## src/design/u8u16_pkg.sv

```systemverilog
// ----------------------------------------------------------------------------
// u8u16_pkg
// Shared types, constants and the lead byte classifier for the strict
// UTF-8 to UTF-16 decoder.
// ----------------------------------------------------------------------------
package u8u16_pkg;

    localparam logic [15:0] REPL_UNIT   = 16'hFFFD;
    localparam logic [7:0]  LEAD2_MIN   = 8'hC2;
    localparam logic [7:0]  LEAD3_MIN   = 8'hE0;
    localparam logic [7:0]  LEAD3_SURR  = 8'hED;
    localparam logic [7:0]  LEAD4_MIN   = 8'hF0;
    localparam logic [7:0]  LEAD4_MAX   = 8'hF4;
    localparam logic [7:0]  TRAIL_LO    = 8'h80;
    localparam logic [7:0]  TRAIL_HI    = 8'hBF;
    localparam logic [7:0]  E0_TRAIL_LO = 8'hA0;
    localparam logic [7:0]  ED_TRAIL_HI = 8'h9F;
    localparam logic [7:0]  F0_TRAIL_LO = 8'h90;
    localparam logic [7:0]  F4_TRAIL_HI = 8'h8F;
    localparam logic [20:0] SUPP_BASE   = 21'h10000;
    localparam logic [5:0]  HI_SURR_TAG = 6'b110110;
    localparam logic [5:0]  LO_SURR_TAG = 6'b110111;

    localparam int QUEUE_DEPTH = 4;
    localparam int QUEUE_AW    = $clog2(QUEUE_DEPTH);

    // One queue entry: all units that one input byte produces.
    typedef struct packed {
        logic [15:0] unit0;
        logic        repl0;
        logic [15:0] unit1;
        logic        repl1;
        logic        two;
        logic        fin;
    } entry_t;

    typedef struct packed {
        logic        full;
        logic        valid;
    } q_stat_t;

    typedef struct packed {
        logic [1:0]  trails;
        logic        invalid;
        logic [7:0]  lo;
        logic [7:0]  hi;
        logic [20:0] payload;
    } lead_info_t;

    function automatic lead_info_t lead_class(input logic [7:0] b);
        lead_info_t r;
        r.trails  = 2'd0;
        r.invalid = 1'b0;
        r.lo      = TRAIL_LO;
        r.hi      = TRAIL_HI;
        r.payload = '0;
        if (b[7] == 1'b0) begin
            r.trails = 2'd0;
        end else if (b < LEAD2_MIN) begin
            r.invalid = 1'b1;
        end else if (b < LEAD3_MIN) begin
            r.trails  = 2'd1;
            r.payload = {16'd0, b[4:0]};
        end else if (b < LEAD4_MIN) begin
            r.trails  = 2'd2;
            r.payload = {17'd0, b[3:0]};
            if (b == LEAD3_MIN) begin
                r.lo = E0_TRAIL_LO;
            end
            if (b == LEAD3_SURR) begin
                r.hi = ED_TRAIL_HI;
            end
        end else if (b <= LEAD4_MAX) begin
            r.trails  = 2'd3;
            r.payload = {18'd0, b[2:0]};
            if (b == LEAD4_MIN) begin
                r.lo = F0_TRAIL_LO;
            end
            if (b == LEAD4_MAX) begin
                r.hi = F4_TRAIL_HI;
            end
        end else begin
            r.invalid = 1'b1;
        end
        return r;
    endfunction

endpackage

```

## src/design/u8u16_front.sv

```systemverilog
// ----------------------------------------------------------------------------
// u8u16_front
// Byte acceptance and decode: tracks the open sequence and builds one queue
// entry with up to two code units per byte.
// ----------------------------------------------------------------------------
module u8u16_front (
    input  logic                aclk,
    input  logic                aresetn,
    input  logic                s_tvalid,
    output logic                s_tready,
    input  logic [7:0]          s_tdata,   // [7:0] data_byte
    input  logic                s_tlast,
    input  u8u16_pkg::q_stat_t  q_stat,
    output logic                q_push,
    output u8u16_pkg::entry_t   q_entry
);

    logic [1:0]  trails_reg, trails_next;
    logic        first_reg, first_next;
    logic [7:0]  lead_reg, lead_next;
    logic [20:0] cp_reg, cp_next;

    u8u16_pkg::lead_info_t info_lead, info_b;
    logic        accept;
    logic        seq_open, trail_ok, take, reject, complete;
    logic [1:0]  trails_dec;
    logic [20:0] cp_take;
    logic [19:0] supp_v;
    logic [1:0]  cnt;
    u8u16_pkg::entry_t ent;

    assign s_tready  = !q_stat.full;
    assign accept    = s_tvalid && s_tready;
    assign info_lead = u8u16_pkg::lead_class(lead_reg);
    assign info_b    = u8u16_pkg::lead_class(s_tdata);

    assign seq_open   = (trails_reg != 2'd0);
    assign trail_ok   = first_reg ? (s_tdata >= info_lead.lo && s_tdata <= info_lead.hi)
                                  : (s_tdata[7:6] == 2'b10);
    assign take       = seq_open && trail_ok;
    assign reject     = seq_open && !trail_ok;
    assign trails_dec = trails_reg - 2'd1;
    assign cp_take    = {cp_reg[14:0], s_tdata[5:0]};
    assign complete   = take && (trails_dec == 2'd0);
    assign supp_v     = 20'(cp_take - u8u16_pkg::SUPP_BASE);

    always_comb begin
        cnt         = 2'd0;
        ent         = '0;
        trails_next = trails_reg;
        first_next  = first_reg;
        lead_next   = lead_reg;
        cp_next     = cp_reg;

        if (reject) begin
            ent.unit0   = u8u16_pkg::REPL_UNIT;
            ent.repl0   = 1'b1;
            cnt         = 2'd1;
            trails_next = 2'd0;
            first_next  = 1'b0;
            lead_next   = '0;
            cp_next     = '0;
        end

        if (take) begin
            if (complete) begin
                trails_next = 2'd0;
                first_next  = 1'b0;
                lead_next   = '0;
                cp_next     = '0;
                if (cp_take >= u8u16_pkg::SUPP_BASE) begin
                    ent.unit0 = {u8u16_pkg::HI_SURR_TAG, supp_v[19:10]};
                    ent.unit1 = {u8u16_pkg::LO_SURR_TAG, supp_v[9:0]};
                    cnt       = 2'd2;
                end else begin
                    ent.unit0 = cp_take[15:0];
                    cnt       = 2'd1;
                end
            end else begin
                trails_next = trails_dec;
                first_next  = 1'b0;
                cp_next     = cp_take;
            end
        end else begin
            if (info_b.trails != 2'd0) begin
                trails_next = info_b.trails;
                first_next  = 1'b1;
                lead_next   = s_tdata;
                cp_next     = info_b.payload;
            end else begin
                if (cnt == 2'd0) begin
                    ent.unit0 = info_b.invalid ? u8u16_pkg::REPL_UNIT : {8'd0, s_tdata};
                    ent.repl0 = info_b.invalid;
                end else begin
                    ent.unit1 = info_b.invalid ? u8u16_pkg::REPL_UNIT : {8'd0, s_tdata};
                    ent.repl1 = info_b.invalid;
                end
                cnt = cnt + 2'd1;
            end
        end

        // end of string closes any open sequence with a replacement
        if (s_tlast && trails_next != 2'd0) begin
            if (cnt == 2'd0) begin
                ent.unit0 = u8u16_pkg::REPL_UNIT;
                ent.repl0 = 1'b1;
            end else begin
                ent.unit1 = u8u16_pkg::REPL_UNIT;
                ent.repl1 = 1'b1;
            end
            cnt         = cnt + 2'd1;
            trails_next = 2'd0;
            first_next  = 1'b0;
            lead_next   = '0;
            cp_next     = '0;
        end

        ent.two = (cnt == 2'd2);
        ent.fin = s_tlast;
    end

    assign q_push  = accept && (cnt != 2'd0);
    assign q_entry = ent;

    always_ff @(posedge aclk) begin
        if (!aresetn) begin
            trails_reg <= 2'd0;
            first_reg  <= 1'b0;
            lead_reg   <= '0;
            cp_reg     <= '0;
        end else if (accept) begin
            trails_reg <= trails_next;
            first_reg  <= first_next;
            lead_reg   <= lead_next;
            cp_reg     <= cp_next;
        end
    end

    a_eos_pushes: assert property (@(posedge aclk) disable iff (!aresetn)
        accept && s_tlast |-> q_push)
        else $error("end of string byte produced no unit");
    a_eos_closes: assert property (@(posedge aclk) disable iff (!aresetn)
        accept && s_tlast |=> trails_reg == 2'd0)
        else $error("sequence left open after end of string");
    a_first_only_open: assert property (@(posedge aclk) disable iff (!aresetn)
        first_reg |-> trails_reg != 2'd0)
        else $error("first trail flag without open sequence");

endmodule

```

## src/design/u8u16_queue.sv

```systemverilog
// ----------------------------------------------------------------------------
// u8u16_queue
// Small entry queue between the decode front and the unit serializer.
// ----------------------------------------------------------------------------
module u8u16_queue (
    input  logic               aclk,
    input  logic               aresetn,
    input  logic               push,
    input  u8u16_pkg::entry_t  push_entry,
    input  logic               pop,
    output u8u16_pkg::entry_t  head,
    output u8u16_pkg::q_stat_t stat
);

    u8u16_pkg::entry_t              mem_reg [u8u16_pkg::QUEUE_DEPTH];
    logic [u8u16_pkg::QUEUE_AW-1:0] wr_ptr_reg, rd_ptr_reg;
    logic [u8u16_pkg::QUEUE_AW:0]   count_reg, count_next;

    assign stat.full  = (count_reg == (u8u16_pkg::QUEUE_AW+1)'(u8u16_pkg::QUEUE_DEPTH));
    assign stat.valid = (count_reg != '0);
    assign head       = mem_reg[rd_ptr_reg];

    always_comb begin
        count_next = count_reg;
        if (push && !pop) begin
            count_next = count_reg + 1'b1;
        end else if (pop && !push) begin
            count_next = count_reg - 1'b1;
        end
    end

    always_ff @(posedge aclk) begin
        if (push) begin
            mem_reg[wr_ptr_reg] <= push_entry;
        end
    end

    always_ff @(posedge aclk) begin
        if (!aresetn) begin
            wr_ptr_reg <= '0;
            rd_ptr_reg <= '0;
            count_reg  <= '0;
        end else begin
            if (push) begin
                wr_ptr_reg <= wr_ptr_reg + 1'b1;
            end
            if (pop) begin
                rd_ptr_reg <= rd_ptr_reg + 1'b1;
            end
            count_reg <= count_next;
        end
    end

    a_no_overflow: assert property (@(posedge aclk) disable iff (!aresetn)
        !(push && stat.full))
        else $error("queue write while full");
    a_no_underflow: assert property (@(posedge aclk) disable iff (!aresetn)
        !(pop && !stat.valid))
        else $error("queue read while empty");
    a_count_bound: assert property (@(posedge aclk) disable iff (!aresetn)
        count_reg <= (u8u16_pkg::QUEUE_AW+1)'(u8u16_pkg::QUEUE_DEPTH))
        else $error("queue count out of range");

endmodule

```

## src/design/u8u16_back.sv

```systemverilog
// ----------------------------------------------------------------------------
// u8u16_back
// Unit serializer: sends the units of each queue entry one per transaction
// through the output register.
// ----------------------------------------------------------------------------
module u8u16_back (
    input  logic               aclk,
    input  logic               aresetn,
    input  u8u16_pkg::entry_t  head,
    input  u8u16_pkg::q_stat_t q_stat,
    output logic               pop,
    output logic               m_tvalid,
    input  logic               m_tready,
    output logic [15:0]        m_tdata,   // [15:0] code_unit
    output logic               m_tlast,
    output logic               m_tuser    // [0] was_replaced
);

    logic        valid_reg;
    logic        sel_reg, sel_next;
    logic [15:0] data_reg;
    logic        last_reg, user_reg;
    logic        load, last_of_entry;

    assign load          = q_stat.valid && (!valid_reg || m_tready);
    assign last_of_entry = sel_reg || !head.two;
    assign pop           = load && last_of_entry;

    always_comb begin
        sel_next = sel_reg;
        if (load) begin
            sel_next = !last_of_entry;
        end
    end

    always_ff @(posedge aclk) begin
        if (load) begin
            data_reg <= sel_reg ? head.unit1 : head.unit0;
            user_reg <= sel_reg ? head.repl1 : head.repl0;
            last_reg <= last_of_entry && head.fin;
        end
    end

    always_ff @(posedge aclk) begin
        if (!aresetn) begin
            valid_reg <= 1'b0;
            sel_reg   <= 1'b0;
        end else begin
            sel_reg <= sel_next;
            if (load) begin
                valid_reg <= 1'b1;
            end else if (m_tready) begin
                valid_reg <= 1'b0;
            end
        end
    end

    assign m_tvalid = valid_reg;
    assign m_tdata  = data_reg;
    assign m_tlast  = last_reg;
    assign m_tuser  = user_reg;

    a_second_has_head: assert property (@(posedge aclk) disable iff (!aresetn)
        sel_reg |-> q_stat.valid && head.two)
        else $error("second unit pending without a two-unit head entry");
    a_pair_follows: assert property (@(posedge aclk) disable iff (!aresetn)
        load && !last_of_entry |=> sel_reg)
        else $error("second unit of entry skipped");

endmodule

```

## src/design/utf8_to_utf16_strict_decoder_core.sv

```systemverilog
// ----------------------------------------------------------------------------
// utf8_to_utf16_strict_decoder_core
// Strict UTF-8 to UTF-16 stream decoder, top level.
// ----------------------------------------------------------------------------
// The block accepts one UTF-8 byte per cycle on the s_ side with tlast marking
// the end of the string, and delivers UTF-16 code units on the m_ side, one
// per transaction, with tlast on the last unit of the string and tuser set on
// a substituted U+FFFD. Each byte yields zero, one or two units; they are
// written as one entry into a four-entry queue in the cycle the byte is
// accepted; the output register then loads the first unit from the queue
// head. While m_tready is high the output side moves one unit per cycle, so
// the sustained input rate is one byte per cycle except where bytes produce
// two units (surrogate pairs, or a replacement followed by a fresh unit), where
// the output register sets the pace and s_tready drops once the queue fills.
module utf8_to_utf16_strict_decoder_core (
    input  logic        aclk,
    input  logic        aresetn,
    input  logic        s_tvalid,
    output logic        s_tready,
    input  logic [7:0]  s_tdata,   // [7:0] data_byte
    input  logic        s_tlast,
    output logic        m_tvalid,
    input  logic        m_tready,
    output logic [15:0] m_tdata,   // [15:0] code_unit
    output logic        m_tlast,
    output logic        m_tuser    // [0] was_replaced
);

    u8u16_pkg::q_stat_t q_stat;
    u8u16_pkg::entry_t  push_entry, head;
    logic               push, pop;

    u8u16_front u_front (
        .aclk     (aclk),
        .aresetn  (aresetn),
        .s_tvalid (s_tvalid),
        .s_tready (s_tready),
        .s_tdata  (s_tdata),
        .s_tlast  (s_tlast),
        .q_stat   (q_stat),
        .q_push   (push),
        .q_entry  (push_entry)
    );

    u8u16_queue u_queue (
        .aclk       (aclk),
        .aresetn    (aresetn),
        .push       (push),
        .push_entry (push_entry),
        .pop        (pop),
        .head       (head),
        .stat       (q_stat)
    );

    u8u16_back u_back (
        .aclk     (aclk),
        .aresetn  (aresetn),
        .head     (head),
        .q_stat   (q_stat),
        .pop      (pop),
        .m_tvalid (m_tvalid),
        .m_tready (m_tready),
        .m_tdata  (m_tdata),
        .m_tlast  (m_tlast),
        .m_tuser  (m_tuser)
    );

endmodule

```

## config.mk

```make
export PLATFORM = sky130hd
export DESIGN_NAME = utf8_to_utf16_strict_decoder_core
export DESIGN_NICKNAME = d
export VERILOG_FILES = /design/src/design/u8u16_pkg.sv /design/src/design/u8u16_front.sv /design/src/design/u8u16_queue.sv /design/src/design/u8u16_back.sv /design/src/design/utf8_to_utf16_strict_decoder_core.sv
export SDC_FILE = /design/constraint.sdc
export NUM_CORES = 1
export LEC_CHECK = 0
export BUFFER_PORTS_ARGS = -buffer_cell sky130_fd_sc_hd__buf_2
export CELL_PAD_IN_SITES_DETAIL_PLACEMENT = 1
export CELL_PAD_IN_SITES_GLOBAL_PLACEMENT = 1
export CORE_MARGIN = 1
export CORE_UTILIZATION = 55
export CTS_CLUSTER_SIZE = 40
export DETAILED_ROUTE_END_ITERATION = 16
export GPL_TIMING_DRIVEN = 0
export PLACE_DENSITY = 0.9
export SLEW_MARGIN = 20
export SYNTH_ARGS = -nofsm -noshare
export SYNTH_HDL_FRONTEND = slang
export SYNTH_SLANG_ARGS = --single-unit
```

## constraint.sdc

```tcl
create_clock -name aclk -period 11.3 [get_ports aclk]
set_input_delay 2.26 -clock aclk [delete_from_list [all_inputs] [get_ports aclk]]
set_output_delay 2.26 -clock aclk [all_outputs]
set_load 0.005 [all_outputs]
```

==> results_dict.tcl, run 1 <==
set metrics [dict create \
    cp_slowest_stage_delay_ns 0.56 \
    dpl.hpwl_mm 14.3 \
    yosysTopAreaCellShare_pct 53.8 \
    fp.dieW_um 122 \
    antennaDiodeCount 0 \
    gp_congestion 0.948 \
    wl_mm 22.8 \
    syn_avg_cell_area_um2 14.2 \
    ant_nets 0 \
    setup_tns_ns 0 \
    seqCellArea_mm2 0.00500 \
    drive_above_1_share_pct 22.0 \
    synth_ff_type "edfxtp_1" \
    start_util_pct 56.6 \
    seqPwrFrac_pct 46.3 \
    ir_worst_vdd_mv 0.102 \
    pin_count 33 \
    synthArstFlopShare_pct 0 \
    clock_latency_ns 0.45 \
    min_period_ns 6.97 \
    netlist_area_mm2 0.00792 \
    coreArea_mm2 0.0140 \
    outcome "finished clean" \
    hold_path_class "flop to flop" \
    antenna_found_initial 0 \
    htreeDepth 4 \
    slew_violations 0 \
    drt_pass1_iterations 5 \
    fillers 1329 \
    post_cts_buffers 0 \
    period_share_pct 61.7 \
    grt_pass1_wl_mm 34.3 \
    ys_seq_elements 179 \
    dieArea_mm2 0.0149 \
    yosysTopAreaCell "edfxtp_1" \
    yosys_warnings 0 \
    critical_path_class "input pin to flop" \
    slew_headroom_pct 32.8 \
    drc 0 \
    crit_slowest_cell "nor2_1" \
    holdWs_ns 0.486 \
    synth_most_common_cell "edfxtp_1" \
    vias 5383 \
    power_frac_clock_pct 30.6 \
    drt-met1-wl_mm 8.90 \
    fmax_mhz 143 \
    leakage_nw 3.15 \
    cts.sinks 179 \
    grt_setup_unrepaired "no" \
    post_layout_nonfiller_instances 803 \
    synth_edf_count 142 \
    grt_max_degree 26 \
    grtUsageTotal_pct 32.7 \
    path_buf_inv 5 \
    required_ns 11.65 \
    ctsHoldBuffers 0 \
    swShare_pct 29.5 \
    utilization_pct 64.2 \
    cts_tree "done" \
    dpl.cell_count 771 \
    grt_pass1_vias 5627 \
    setup_viol 0 \
    cp.arrival_ns 7.32 \
    worst_pin_slew_ns 1.01 \
    wl_met3_mm 1.55 \
    vias_per_cell 6.70 \
    synthTopCellsByCount "edfxtp_1 (142), nand2_1 (55), dfxtp_1 (37)" \
    cp_top_family "adder cells" \
    cap_violations 0 \
    multiInputGateArea_mm2 0.00271 \
    crit_top_cell "ha_1" \
    io_buffers 29 \
    finalHoldViolations 0 \
    skew_ns 0.0106 \
    clk_pin_slew_ns 0.07 \
    nNetsFinal 640 \
    crit_chain "buf_2, clkbuf_1, inv_1, ha_1, nand2_1, nor3_2, o2111a_1, nor2_1, ha_1, a21o_1, inv_1, ha_1, a2111oi_0, nand3_1, o311ai_0, mux2i_4, ha_1, inv_1, fa_1, xor2_1, or3_1, a21oi_1" \
    yosys-top-cells-area "edfxtp_1 (54%), dfxtp_1 (9.3%), mux4_2 (8.8%)" \
    grt_overflow 0 \
    worstSetupEndpointType "flop" \
    cts_buffers 17 \
    synthesis.nets 587 \
    critPathMaxFanout 8 \
    power.internal_mw 1.35 \
    largest_register_ffs 124 \
    pwr-share-comb_pct 23.1 \
    cts_resized 0 \
    syn_to_final_growth_pct 13.3 \
    drt_iter0_drc 586 \
    top_layer_used "met4" \
    yosysSeqAreaShare_pct 63.2 \
    startpoint_type "input pin" \
    synthCells 557 \
    die_h_um 122 \
    synth.distinct_cells 66 \
    cts_root_buf "clkbuf_16" \
    routedWlPerCell_um 28.4 \
    p_sw_mw 0.565 \
    clockBufferDepth 2 \
    rows 43 \
    powerDensity_mw_per_mm2 213 \
    met2_wirelength_mm 11.5 \
]
-- cells in the final DEF (no fill, tap or decap), types with 4 or more instances in the layout --
master	Yosys	layout
a21o_1	5	5
nand2_1	55	55
nor3_1	8	8
nand2b_1	4	4
o31ai_1	8	8
a21oi_1	17	16
and2_2	0	4
o2111ai_1	4	4
and3_1	6	6
buf_12	0	4
mux4_2	31	31
mux2i_1	12	12
mux2_2	13	13
or3_1	5	5
nor2_1	27	27
o21ai_0	28	28
clkbuf_1	20	21
ha_1	16	16
a22o_1	5	5
a32o_1	4	4
dfxtp_1	37	37
clkbuf_16	0	19
buf_2	2	31
a31oi_1	4	4
edfxtp_1	142	142
inv_1	27	27
nand3_1	5	5
-- worst paths after layout --
check | startpoint | to | slack, ns | cells past startpoint
worst max-delay path | s_tdata[4] | u_queue.count_reg[2] | 4.33 | 22
worst min-delay path | u_front.cp_reg[14] | u_front.cp_reg[14] | 0.49 | 2
worst max register to register | u_front.lead_reg[1] | u_queue.count_reg[2] | 5.78 | 22
worst min register to register | u_front.cp_reg[14] | u_front.cp_reg[14] | 0.49 | 2
-- cell type report --
type	instances	area share, %
Clock buffer	23	5.70
Multi-Input combinational cell	323	30.1
Buffer	28	1.42
Sequential cell	179	55.8
Timing Repair Buffer	34	2.63
Clock inverter	9	0.711
Inverter	27	1.13
Tap cell	180	2.51
-- power by group through the flow --
stage                     registers, mW  logic (mW)  clock network [mW]
after CTS                         0.885       0.442               0.583
after global routing              0.892       0.469               0.602
after global placement            0.886       0.372                   0
after floorplan                   0.886       0.262                   0
final                             0.884       0.441               0.586
after detailed placement          0.894       0.420                   0
-- tightest hold or removal path: stages, from the launching register on --
cell,delay [ns]
dfxtp_1,0.32
nand2_1,0.06
mux2i_1,0.06
-- through the flow --
stage | instance area (um^2) | worst slack (ns) | power (mW)
6_report | 8980 | 4.33 | 1.91
4_1_cts | 8970 | 4.46 | 1.91
5_1_grt | 8980 | 4.13 | 1.96
3_5_place_dp | 8400 | 4.18 | 1.31
2_1_floorplan | 7920 | 5.07 | 1.15
3_3_place_gp | 8290 | 3.68 | 1.26
-- layer usage --
metal / track usage [%] / up-vias
met2: 54.9 / 313
li1: - / 2247
met4: 15.0 / 0
met3: 6.51 / 79
met1: 40.7 / 2744
met5: 0 / -
-- cells by family (layout without fill, tap and decap cells) --
| group | Yosys count | after routing | synth area share, % |
|---|---|---|---|
| AND/OR/NAND/NOR | 139 | 139 | 8.89 |
| XOR/XNOR | 6 | 6 | 0.663 |
| multiplexers | 57 | 57 | 12.5 |
| adder cells (fa/ha/maj) | 17 | 17 | 2.78 |
| buffers and inverters | 55 | 121 | 2.87 |
| flip-flops | 179 | 179 | 63.2 |
| AO/OA/AOI/OAI | 104 | 104 | 9.16 |
No activity file was read; power rests on OpenSTA's default activity.
==> run 2, diff against run 1 <==
- CORE_UTILIZATION: 55 -> 47
- PLACE_DENSITY: 0.9 -> 0.82
- clock period: 11.3 -> 6.37 ns (I/O delays scaled with it)
==> results_dict.tcl, run 2 (synthesized netlist as in run 1, its figures left out) <==
set metrics [dict create \
    outcome "finished clean" \
    slew_headroom_pct 31.7 \
    vias 5009 \
    vias_per_cell 5.94 \
    antenna_found_initial 0 \
    cts_buffers 17 \
    crit_top_cell "ha_1" \
    drt_iter0_drc 398 \
    grt_overflow 0 \
    min_period_ns 5.74 \
    wl_mm 19.3 \
    cts_resized 0 \
    start_util_pct 47.9 \
    drc 0 \
    ir_worst_vdd_mv 0.209 \
    required_ns 6.73 \
    startpoint_type "input pin" \
    post_cts_buffers 0 \
    slew_violations 0 \
    leakage_nw 3.13 \
    largest_register_ffs 124 \
    crit_chain "buf_2, clkbuf_1, inv_1, ha_1, nand2_1, nor3_2, o2111a_1, nor2_1, ha_1, a21o_1, inv_1, ha_1, a2111oi_0, nand3_1, o311ai_0, mux2i_4, ha_1, inv_1, fa_1, xor2_1, or3_1, a21oi_1" \
    htreeDepth 4 \
    cp_slowest_stage_delay_ns 0.48 \
    drive_above_1_share_pct 22.0 \
    startpoint "s_tdata[4]" \
    hold_path_class "flop to flop" \
    seqPwrFrac_pct 47.4 \
    ant_nets 0 \
    antennaDiodeCount 0 \
    worstSetupEndpointType "flop" \
    grt_setup_unrepaired "no" \
    path_buf_inv 5 \
    r2r-start "u_front.lead_reg[1]" \
    fp.dieW_um 132 \
    utilization_pct 54.6 \
    grt_max_degree 24 \
    multiInputGateArea_mm2 0.00271 \
    syn_to_final_growth_pct 13.9 \
    cts_root_buf "clkbuf_16" \
    power_frac_clock_pct 30.2 \
    dieArea_mm2 0.0174 \
    clk_pin_slew_ns 0.07 \
    crit_slowest_cell "nor2_1" \
    cp.arrival_ns 6.10 \
    nNetsFinal 640 \
    power.internal_mw 2.33 \
    grtUsageTotal_pct 23.7 \
    seqCellArea_mm2 0.00500 \
    mostFrequentLayoutCells "edfxtp_1 (142), nand2_1 (55), dfxtp_1 (37)" \
    holdWs_ns 0.480 \
    clockBufferDepth 2 \
    critPathMaxFanout 8 \
    critical_path_class "input pin to flop" \
    dpl.hpwl_mm 13.8 \
    pin_count 33 \
    grt_pass1_vias 5368 \
    finalHoldViolations 0 \
    pwr-share-comb_pct 22.4 \
    io_buffers 29 \
    coreArea_mm2 0.0165 \
    worstHoldStart "u_front.lead_reg[1]" \
    cp_top_family "adder cells" \
    p_sw_mw 0.955 \
    cap_violations 0 \
    worst_pin_slew_ns 1.01 \
    die_h_um 132 \
    grt_pass1_wl_mm 30.6 \
    cts.sinks 179 \
    swShare_pct 29.1 \
    powerDensity_mw_per_mm2 364 \
    period_share_pct 90.1 \
    fmax_mhz 174 \
    cts_tree "done" \
    final_common_cell "edfxtp_1" \
    clock_latency_ns 0.43 \
    skew_ns 0.0116 \
    rows 47 \
    routedWlPerCell_um 22.9 \
    fillers 1644 \
    setup_viol 0 \
    gp_congestion 0.901 \
    drt_pass1_iterations 5 \
    ctsHoldBuffers 0 \
]
[run 2: cell count changes in the layout (fill, tap and decap cells not counted), sizes merged]
| cell | previous run | this run |
|---|---|---|
| clkinv | 4 | 6 |
| inv | 32 | 34 |
| clkbuf | 44 | 37 |
| clkinvlp | 0 | 2 |
| buf | 41 | 42 |
[run 2: cell type report]
| class | instances | share of cell area [%] |
|---|---|---|
| multi-input combinational | 323 | 30.1 |
| buffer | 28 | 1.40 |
| tap | 220 | 3.05 |
| timing repair buffer | 34 | 2.62 |
| inverter | 27 | 1.12 |
| clock buffer | 17 | 4.71 |
| sequential | 179 | 55.5 |
| clock inverter | 15 | 1.58 |
[run 2: worst paths after layout]
| check | slack, ns | depth (start not counted) | to |
|---|---|---|---|
| setup / recovery | 0.63 | 22 | u_queue.count_reg[2] |
| hold / removal | 0.48 | 1 | u_front.lead_reg[1] |
| setup reg to reg | 1.09 | 22 | u_queue.count_reg[2] |
| hold reg to reg | 0.48 | 1 | u_front.lead_reg[1] |
[run 2: metrics by stage]
stage | setup WS [ns] | power [mW] | instance area [um^2] | setup TNS [ns] | instances
global route | 0.294 | 3.42 | 9020 | 0 | 843
finish | 0.632 | 3.28 | 9020 | 0 | 843
detailed placement | 0.241 | 2.33 | 8450 | 0 | 810
CTS | 0.672 | 3.32 | 9010 | 0 | 842
global placement | -0.255 | 2.24 | 8340 | -29.85 | 806
floorplan | 1.13 | 2.04 | 7920 | 0 | 557
[run 2: routing by layer]
layer / up-vias / track usage (%) / part of all wire [%]
li1: 2255 / - / -
met4: 0 / 9.69 / 2.5
met1: 2560 / 29.5 / 42
met5: - / 0 / 0
met2: 154 / 41.3 / 52
met3: 40 / 3.65 / 3.5
[run 2: power groups by stage]
stage	Clock (mW)	Combinational, mW	Sequential (mW)
CTS	1.01	0.747	1.56
global placement	0	0.668	1.57
floorplan	0	0.465	1.57
finish	0.991	0.737	1.56
global route	1.05	0.798	1.57
detailed placement	0	0.741	1.58
==> run 3, diff against run 2 <==
- MAX_ROUTING_LAYER: unset -> met4
==> results_dict.tcl, run 3 (synthesized netlist as in run 1, its figures left out) <==
set metrics [dict create \
    cts_root_buf "clkbuf_16" \
    min_period_ns 5.69 \
    worstSetupEndpointType "flop" \
    clockBufferDepth 2 \
    cts.sinks 179 \
    drt_pass1_iterations 5 \
    drt_iter0_drc 352 \
    period_share_pct 89.4 \
    die_h_um 132 \
    syn_to_final_growth_pct 14.1 \
    nNetsFinal 639 \
    critical_path_class "input pin to flop" \
    critPathMaxFanout 8 \
    slew_violations 0 \
    outcome "finished clean" \
    wl_mm 19.3 \
    grt_pass1_wl_mm 30.4 \
    gp_congestion 0.912 \
    startpoint_type "input pin" \
    grtUsageTotal_pct 24.3 \
    vias_per_cell 5.99 \
    setup_viol 0 \
    cts_buffers 17 \
    fin_ws_ns 0.677 \
    mostFrequentLayoutCells "edfxtp_1 (142), nand2_1 (55), dfxtp_1 (37)" \
    antenna_found_initial 0 \
    dpl.hpwl_mm 13.4 \
    rows 47 \
    pin_count 33 \
    grt_setup_unrepaired "no" \
    vias 5035 \
    htreeDepth 4 \
    holdWs_ns 0.483 \
    clock_latency_ns 0.44 \
    ctsHoldBuffers 0 \
    cts_resized 0 \
    cap_violations 0 \
    largest_register_ffs 124 \
    cp.arrival_ns 6.04 \
    finalPower_mw 3.34 \
    drive_above_1_share_pct 21.7 \
    drc 0 \
    coreArea_mm2 0.0165 \
    grt_max_degree 24 \
    grt_pass1_vias 5290 \
    grt_overflow 0 \
    skew_ns 0.0127 \
    final_common_cell "edfxtp_1" \
    fmax_mhz 176 \
    cts_tree "done" \
    ir_worst_vdd_mv 0.179 \
    io_buffers 29 \
    slew_headroom_pct 32.2 \
    dp_slack_ns 0.0134 \
    start_util_pct 47.9 \
    post_cts_buffers 0 \
    powerDensity_mw_per_mm2 369 \
    setup_tns_ns 0 \
    clk_pin_slew_ns 0.07 \
    hold_path_class "flop to flop" \
    ant_nets 0 \
    routedWlPerCell_um 23.0 \
    antennaDiodeCount 0 \
    worst_pin_slew_ns 1.02 \
    dieArea_mm2 0.0174 \
    required_ns 6.72 \
    finalHoldViolations 0 \
    leakage_nw 3.14 \
    fp.dieW_um 132 \
]
==> run 3: cell count changes in the layout (fill, tap and decap cells not counted), sizes merged <==
cell    change
inv         -1
clkinv      -2
bufinv      +2
buf         -1
==> run 3: path summary, 6_finish.rpt <==
| check | depth (start not counted) | slack (ns) | end | from |
|---|---|---|---|---|
| min | 1 | 0.48 | u_front.lead_reg[1] | u_front.lead_reg[1] |
| max | 22 | 0.68 | u_queue.count_reg[2] | s_tdata[4] |
| max reg2reg | 22 | 1.11 | u_queue.count_reg[2] | u_front.lead_reg[1] |
| min reg2reg | 1 | 0.48 | u_front.lead_reg[1] | u_front.lead_reg[1] |
==> run 3: final cells by class <==
| class | count | area (um^2) |
|---|---|---|
| Buffer | 28 | 126 |
| Clock buffer | 17 | 425 |
| Clock inverter | 14 | 171 |
| Fill cell | 1617 | 7480 |
| Inverter | 27 | 101 |
| Multi-Input combinational cell | 323 | 2710 |
| Sequential cell | 179 | 5000 |
| Tap cell | 220 | 275 |
| Timing Repair Buffer | 33 | 225 |
==> run 3: layer usage <==
| layer | global-route usage (%) | routed length, um |
|---|---|---|
| met2 | 41.7 | 10200 |
| met3 | 4.84 | 785 |
| met4 | 6.72 | 297 |
| met1 | 29.1 | 8040 |
| met5 | - | 0 |
==> run 3: stage by stage <==
step	instance area [um^2]	cells	util, %
2_1_floorplan	7920	557	-
3_3_place_gp	8340	806	50.5
3_5_place_dp	8440	810	51.1
4_1_cts	9040	841	54.7
5_1_grt	9040	841	54.7
6_report	9040	841	54.7
==> run 3: critical path, cell delays in order <==
cell	delay, ns
buf_2	0.09
clkbuf_1	0.32
inv_1	0.16
ha_1	0.31
nand2_1	0.08
nor3_2	0.05
o2111a_1	0.34
nor2_1	0.52
ha_1	0.36
a21o_1	0.19
inv_1	0.07
ha_1	0.26
a2111oi_0	0.38
nand3_1	0.12
o311ai_0	0.18
mux2i_4	0.21
ha_1	0.28
inv_1	0.09
fa_1	0.19
xor2_1	0.08
or3_1	0.30
a21oi_1	0.18
==> run 3: report_power, final <==
part	switching (mW)	total [mW]	internal, mW
Combinational	0.416	0.732	0.316
Sequential	0.0636	1.56	1.49
Clock	0.461	1.05	0.589
